<file path="src/sv/dklog_pkg.sv">
// Shared types and codes for the date keyed measurement log.
`timescale 1ns / 1ps

package dklog_pkg;

  typedef enum logic [1:0] {
    OP_ADD  = 2'd0,
    OP_FIND = 2'd1,
    OP_DEL  = 2'd2
  } opcode_e;

  typedef enum logic [1:0] {
    ST_DONE = 2'd0,
    ST_MISS = 2'd1,
    ST_FULL = 2'd2
  } status_e;

  typedef struct packed {
    logic [13:0] year;
    logic [3:0]  month;
    logic [4:0]  day;
  } date_t;

  typedef struct packed {
    date_t              date;
    logic signed [31:0] value;
  } entry_t;

  typedef struct packed {
    opcode_e            opcode;
    logic [4:0]         day;
    logic [3:0]         month;
    logic [13:0]        year;
    logic signed [31:0] value;
  } in_word_t;

  typedef struct packed {
    status_e            status;
    logic signed [31:0] found_value;
    logic [4:0]         entry_count;
  } out_word_t;

endpackage

</file>
<file path="src/sv/dklog_mem.sv">
// Entry store: one write port, one read port with registered read data.
`timescale 1ns / 1ps

module dklog_mem
  import dklog_pkg::*;
#(
  parameter int DEPTH = 16,
  parameter int AW    = 4
) (
  input  logic          clk_i,
  input  logic          we_i,
  input  logic [AW-1:0] waddr_i,
  input  entry_t        wdata_i,
  input  logic [AW-1:0] raddr_i,
  output entry_t        rdata_o
);

  entry_t mem_q [DEPTH];
  entry_t rdata_q;

  always_ff @(posedge clk_i) begin
    if (we_i) begin
      mem_q[waddr_i] <= wdata_i;
    end
    rdata_q <= mem_q[raddr_i];
  end

  assign rdata_o = rdata_q;

endmodule

</file>
<file path="src/sv/date_keyed_measurement_log.sv">
// Date keyed measurement log: an ordered store of dated Q16.16 values with add, find, delete.
`timescale 1ns / 1ps

// Holds up to DEPTH entries in insertion order, each a date (day, month,
// year) and a raw 32-bit signed Q16.16 value. Every command word on in_i
// yields exactly one result word on out_o: a status, the found value (zero
// unless a find hits) and the entry count after the command, modulo 32.
// Add appends when the log is empty, or when the last entry's year and
// month are each no greater than the new ones (day is not checked); a full
// log answers ST_FULL before the order check. Find and delete match on the
// full date, oldest entry first; delete closes the gap so the order of the
// rest is kept. Unused opcodes answer ST_MISS. Timing: the entries live in
// one single-port-read memory with a registered read, and every scan walks
// it one entry per cycle. A delete that hits scans up to the hit, then
// moves each later entry down one slot. A new command word is taken as
// soon as the block is back in idle, even while the previous result still
// waits on out_o; no clearing pass is needed after reset.
module date_keyed_measurement_log
  import dklog_pkg::*;
#(
  parameter int DEPTH = 16
) (
  input  logic      clk_i,
  input  logic      rst_ni,
  input  logic      in_valid_i,
  output logic      in_ready_o,
  input  in_word_t  in_i,
  output logic      out_valid_o,
  input  logic      out_ready_i,
  output out_word_t out_o
);

  localparam int AW = (DEPTH > 1) ? $clog2(DEPTH) : 1;
  localparam int CW = $clog2(DEPTH + 1);

  typedef enum logic [2:0] {
    S_IDLE,    // waiting for a command word
    S_ADDCHK,  // last entry arrives from memory, apply the order rule
    S_SCMP,    // scanning: entry idx_q arrives, compare with the key
    S_SHIFT,   // delete: entry idx_q arrives, move it down one slot
    S_RES      // result ready, wait for the output register to free up
  } state_e;

  state_e    state_q;
  logic [CW-1:0] count_q;   // entries held
  logic [CW-1:0] idx_q;     // entry whose read data is on rdata this cycle
  in_word_t  cmd_q;
  status_e   res_status_q;
  logic signed [31:0] res_found_q;
  logic      out_valid_q;
  out_word_t out_q;

  // memory port
  logic          we;
  logic [AW-1:0] waddr;
  entry_t        wdata;
  logic [AW-1:0] raddr;
  entry_t        rdata;

  logic [CW-1:0] idx_next;
  logic          idx_last;   // idx_q is the newest entry
  logic          key_hit;
  logic          order_ok;
  logic          log_full;
  logic          in_fire;
  logic          out_load;   // result moves into the output register
  logic [31:0]   count_ext;

  assign idx_next  = idx_q + CW'(1);
  assign idx_last  = (idx_next == count_q);
  assign key_hit   = (rdata.date.day == cmd_q.day) && (rdata.date.month == cmd_q.month)
                     && (rdata.date.year == cmd_q.year);
  assign order_ok  = (rdata.date.year <= cmd_q.year) && (rdata.date.month <= cmd_q.month);
  assign log_full  = (count_q == CW'(DEPTH));
  assign in_fire   = in_valid_i && in_ready_o;
  assign out_load  = (state_q == S_RES) && (!out_valid_q || out_ready_i);
  assign count_ext = 32'(count_q);

  assign in_ready_o  = (state_q == S_IDLE);
  assign out_valid_o = out_valid_q;
  assign out_o       = out_q;

  // memory address and write control
  always_comb begin
    we    = 1'b0;
    waddr = count_q[AW-1:0];
    wdata = '{date: '{year: cmd_q.year, month: cmd_q.month, day: cmd_q.day},
              value: cmd_q.value};
    raddr = '0;
    case (state_q)
      S_IDLE: begin
        // fetch the last entry for the order check; empty log writes at once
        raddr = AW'(count_q - CW'(1));
        if (in_fire && (in_i.opcode == OP_ADD) && (count_q == '0)) begin
          we    = 1'b1;
          waddr = '0;
          wdata = '{date: '{year: in_i.year, month: in_i.month, day: in_i.day},
                    value: in_i.value};
        end else if (in_fire && (in_i.opcode != OP_ADD)) begin
          raddr = '0;
        end
      end
      S_ADDCHK: begin
        we = order_ok;
      end
      S_SCMP: begin
        raddr = idx_next[AW-1:0];
      end
      S_SHIFT: begin
        raddr = idx_next[AW-1:0];
        we    = 1'b1;
        waddr = AW'(idx_q - CW'(1));
        wdata = rdata;
      end
      default: begin
      end
    endcase
  end

  dklog_mem #(
    .DEPTH(DEPTH),
    .AW   (AW)
  ) u_mem (
    .clk_i  (clk_i),
    .we_i   (we),
    .waddr_i(waddr),
    .wdata_i(wdata),
    .raddr_i(raddr),
    .rdata_o(rdata)
  );

  // sequencer and output register
  always_ff @(posedge clk_i or negedge rst_ni) begin
    if (!rst_ni) begin
      state_q      <= S_IDLE;
      count_q      <= '0;
      idx_q        <= '0;
      out_valid_q  <= 1'b0;
      res_status_q <= ST_MISS;
      res_found_q  <= '0;
      cmd_q        <= '0;
      out_q        <= '0;
    end else begin
      if (out_load) begin
        out_valid_q <= 1'b1;
      end else if (out_valid_q && out_ready_i) begin
        out_valid_q <= 1'b0;
      end
      case (state_q)
        S_IDLE: begin
          if (in_fire) begin
            cmd_q       <= in_i;
            idx_q       <= '0;
            res_found_q <= '0;
            case (in_i.opcode)
              OP_ADD: begin
                if (log_full) begin
                  res_status_q <= ST_FULL;
                  state_q      <= S_RES;
                end else if (count_q == '0) begin
                  count_q      <= CW'(1);
                  res_status_q <= ST_DONE;
                  state_q      <= S_RES;
                end else begin
                  res_status_q <= ST_MISS;
                  state_q      <= S_ADDCHK;
                end
              end
              OP_FIND, OP_DEL: begin
                res_status_q <= ST_MISS;
                state_q      <= (count_q == '0) ? S_RES : S_SCMP;
              end
              default: begin
                res_status_q <= ST_MISS;
                state_q      <= S_RES;
              end
            endcase
          end
        end
        S_ADDCHK: begin
          if (order_ok) begin
            count_q      <= count_q + CW'(1);
            res_status_q <= ST_DONE;
          end
          state_q <= S_RES;
        end
        S_SCMP: begin
          if (key_hit) begin
            res_status_q <= ST_DONE;
            if (cmd_q.opcode == OP_FIND) begin
              res_found_q <= rdata.value;
              state_q     <= S_RES;
            end else if (idx_last) begin
              count_q <= count_q - CW'(1);
              state_q <= S_RES;
            end else begin
              idx_q   <= idx_next;
              state_q <= S_SHIFT;
            end
          end else if (idx_last) begin
            state_q <= S_RES;
          end else begin
            idx_q <= idx_next;
          end
        end
        S_SHIFT: begin
          if (idx_last) begin
            count_q <= count_q - CW'(1);
            state_q <= S_RES;
          end else begin
            idx_q <= idx_next;
          end
        end
        S_RES: begin
          if (out_load) begin
            out_q.status      <= res_status_q;
            out_q.found_value <= res_found_q;
            out_q.entry_count <= count_ext[4:0];
            state_q           <= S_IDLE;
          end
        end
        default: begin
          state_q <= S_IDLE;
        end
      endcase
    end
  end

endmodule

</file>
<file path="config.mk">
export PLATFORM = sky130hd
export DESIGN_NAME = date_keyed_measurement_log
export DESIGN_NICKNAME = d
export VERILOG_FILES = /design/src/sv/dklog_pkg.sv /design/src/sv/dklog_mem.sv /design/src/sv/date_keyed_measurement_log.sv
export SDC_FILE = /design/constraint.sdc
export NUM_CORES = 1
export LEC_CHECK = 0
export ABC_AREA = 1
export BUFFER_PORTS_ARGS = -buffer_cell sky130_fd_sc_hd__buf_4
export CAP_MARGIN = 20
export CORE_UTILIZATION = 40
export CTS_CLUSTER_DIAMETER = 80
export DETAILED_ROUTE_END_ITERATION = 8
export PLACE_DENSITY = 0.58
export SKIP_CTS_REPAIR_TIMING = 1
export SLEW_MARGIN = 20
export SYNTH_ARGS = -nofsm -noshare
export SYNTH_HDL_FRONTEND = slang
export SYNTH_SLANG_ARGS = --single-unit
export TNS_END_PERCENT = 30
</file>
<file path="constraint.sdc">
create_clock -name clk_i -period 8.15 [get_ports clk_i]
set_input_delay 0.4075 -clock clk_i [delete_from_list [all_inputs] [get_ports clk_i]]
set_output_delay 0.4075 -clock clk_i [all_outputs]
set_load 0.02 [all_outputs]
</file>
==> results.yml <==
status:
  status: "finished, final reports clean"
sta:
  tightest_slew_ns: 1.12
  setup_viol: 0
  relSlewSlack_pct: 25.0
  final.period_utilization_pct: 64.8
  hold_violations: 0
  max_freq_mhz: 189
  tns_ns: 0
  fin_crit_ns: 5.28
  rsz0062_at_grt: "false"
  slew_violations: 0
  finClkSkew_ns: 0.0387
  setup_ws_ns: 2.87
grt:
  grt.overflow.total: 0
  gr-usage-all-layers_pct: 19.6
  antenna_found_initial: 7
  first_global_vias: 26900
  grt_max_degree: 250
  grt_pass1_wl_mm: 167
power_and_ir_drop:
  finalPower_uw: 20300
  p_int_uw: 12400
  leakage_uw: 0.0198
  power_frac_clock_pct: 25.0
  p_seq_share_pct: 37.8
  vdd_ir_drop_max_mv: 0.448
  power_density_nw_per_um2: 397
  p_sw_uw: 7960
  p_sw_share_pct: 39.2
  comb_power_share_pct: 37.2
worst_hold_path:
  min_from: "out_ready_i"
  whs_endpoint: "out_valid_o"
  whs_path_depth: 4
  hp-class: "in -> reg"
yosys:
  synth_adder_area_share_pct: 0.698
  synthArstFlopShare_pct: 13.3
  synth_edf_count: 880
  yosysSeqAreaShare_pct: 69.5
  synth_seq_cells: 1079
  ys_warn_count: 0
  synthCells: 3917
  synthesis.area_um2: 44800
  ys.flop_type: "edfxtp_1"
  synth-simple-area-share_pct: 14.1
  synth.area.mux_share_pct: 0.854
  synth_compound_area_share_pct: 8.89
  ys_types: 44
  synth.net_count: 4003
  synth_top_family_by_area: "simple AND/OR/NAND/NOR gates"
  synth.avg_cell_area_um2: 11.4
  synth-xor-area-share_pct: 0.156
finish:
  final_common_cell: "nand2_1"
  fin_nets: 4080
  drive_gt1_share_pct: 10.0
  stdcell_area_um2: 51200
  syn_to_final_growth_pct: 14.1
  layout_common_cells: "nand2_1 (1089), edfxtp_1 (880), inv_1 (390), nand3_1 (383), o211ai_1 (330)"
routing:
  wl_per_cell_um: 20.0
  drc: 0
  firstDrtPassIters: 5
  vias_per_cell: 5.16
  antenna_left: 0
  drt-total-wl_mm: 112
  drtIter0Drc: 2517
  vias: 28800
place:
  pre_cts_ws_ns: 2.82
  place_hpwl_mm: 57.0
  place_area_um2: 46900
  numPortBuffers: 101
  place.gp.congestion: 0.798
cts:
  path_clk_slew_ns: 0.06
  cts.root.buffer_cell: "clkbuf_16"
  numCtsBuffers: 110
  cts_buffer_depth: 3
  clkLatencyLatePin_ns: 0.70
  htreeDepth: 3
  cts_tree: "built"
  cts_sinks: 1079
critical_path:
  arrival_ns: 5.59
  reg2reg_to: "u_mem.mem_q[10][20]"
  r2r-start: "state_q[1]"
  regToRegSetupSlack_ns: 2.87
  path_class: "reg -> reg"
  slowest_stage: "buf_4"
  cp_max_fo: 73
  cp-end-kind: "flop"
  path_cells: "nor2_4 > nand2_4 > nor2_4 > buf_4 > nand3_2 > nand2_1 > buf_4 > inv_2 > a21oi_2 > nand2_1 > nor2_4 > buf_4"
  cp-start-kind: "flop"
  ff2ff_path_depth: 12
  worstPathRequired_ns: 8.46
  cpPeakStageDelay_ns: 0.75
die:
  die_area_um2: 113000
  core_area_um2: 111000
  die_h_um: 337
  pin_count: 102
  dieWidth_um: 337
  std_cell_rows: 122
  initial_utilization_pct: 40.4
flow_run:
  drv_cap: 0
[critical path, delay by kind of cell (launching register included)]
kind                   cells  cell delay (ns)
AOI/OAI and AO/OA          1             0.47
buffers and inverters      4             2.19
DFF                        1             0.44
and+or+nand+nor            7             1.71
[layout make-up]
class / count / area [um^2]
sequential: 1079 / 31100
clock buffer: 164 / 3290
multi-input combinational: 2188 / 11200
timing repair buffer: 202 / 1700
inverter: 413 / 1600
clock inverter: 46 / 413
antenna: 1 / 2.50
fill: 10100 / 59700
tap: 1488 / 1860
[registers in the layout (all words and copies together) (netlist names)]
signal / cells
cmd_q: 57
count_q: 5
idx_q: 5
out_o: 39
out_valid_o: 1
res_found_q: 32
res_status_q: 2
state_q: 3
u_mem.mem_q: 880
u_mem.rdata_o: 55
[worst max path at each step]
| stage | slack (ns) | depth (start not counted) | from | end |
|---|---|---|---|---|
| after floorplan | 2.20 | 11 | count_q[0] | u_mem.mem_q[0][0] |
| after global placement | 2.98 | 12 | state_q[1] | u_mem.mem_q[10][21] |
| after detailed placement | 2.82 | 12 | state_q[1] | u_mem.mem_q[10][21] |
| after CTS | 2.81 | 12 | state_q[1] | u_mem.mem_q[10][20] |
| after global routing | 2.51 | 12 | state_q[1] | u_mem.mem_q[10][20] |
| final | 2.87 | 12 | state_q[1] | u_mem.mem_q[10][20] |
[through the flow]
step | util [%] | hold WS, ns | instances
detailed placement | 42.3 | 0.454 | 5314
global route | 46.2 | 0.0421 | 5581
global placement | 42.3 | 0.451 | 5314
finish | 46.2 | 0.0162 | 5581
CTS | 45.6 | -0.185 | 5524
floorplan | - | 0.112 | 3917
[synth_stat cells, drive strengths merged, types with 8 or more instances]
library cell | count | area (um^2)
a21oi | 104 | 524
a22oi | 53 | 398
buf | 169 | 831
clkbuf | 68 | 255
dfrtp | 143 | 3580
dfxtp | 55 | 1100
edfxtp | 880 | 26400
ha | 25 | 313
inv | 412 | 1550
mux2 | 34 | 383
nand2 | 1092 | 4110
nand3 | 385 | 1930
nor2 | 36 | 158
nor3 | 8 | 40.0
o211ai | 331 | 2490
o21ai | 94 | 485
[logic make-up (layout without fill, tap and decap cells)]
logic type / count (synthesis) / count (layout)
and+or+nand+nor: 1530 / 1530
DFF: 1079 / 1079
buffers and inverters: 650 / 825
AOI/OAI and AO/OA: 591 / 591
muxes: 34 / 34
adders and majority gates: 25 / 25
xor gates and xnor gates: 8 / 8
other: 0 / 1
[metal layers]
| metal | vias up | GRT usage [%] | part of all wire (%) |
|---|---|---|---|
| li1 | 13800 | - | - |
| met1 | 14000 | 28.1 | 46 |
| met2 | 836 | 30.9 | 45 |
| met3 | 162 | 3.13 | 6.6 |
| met4 | 8 | 5.65 | 2.2 |
| met5 | - | 0 | 0.041 |
[power by group through the flow]
stage                     logic, uW  clock network [uW]  registers [uW]
after global routing           8430                5370            7740
final                          7570                5080            7680
after global placement         7440                   0            7770
after floorplan                5200                   0            7710
after CTS                      7540                5170            7670
after detailed placement       7520                   0            7780
(Power assumes the default switching activity.)
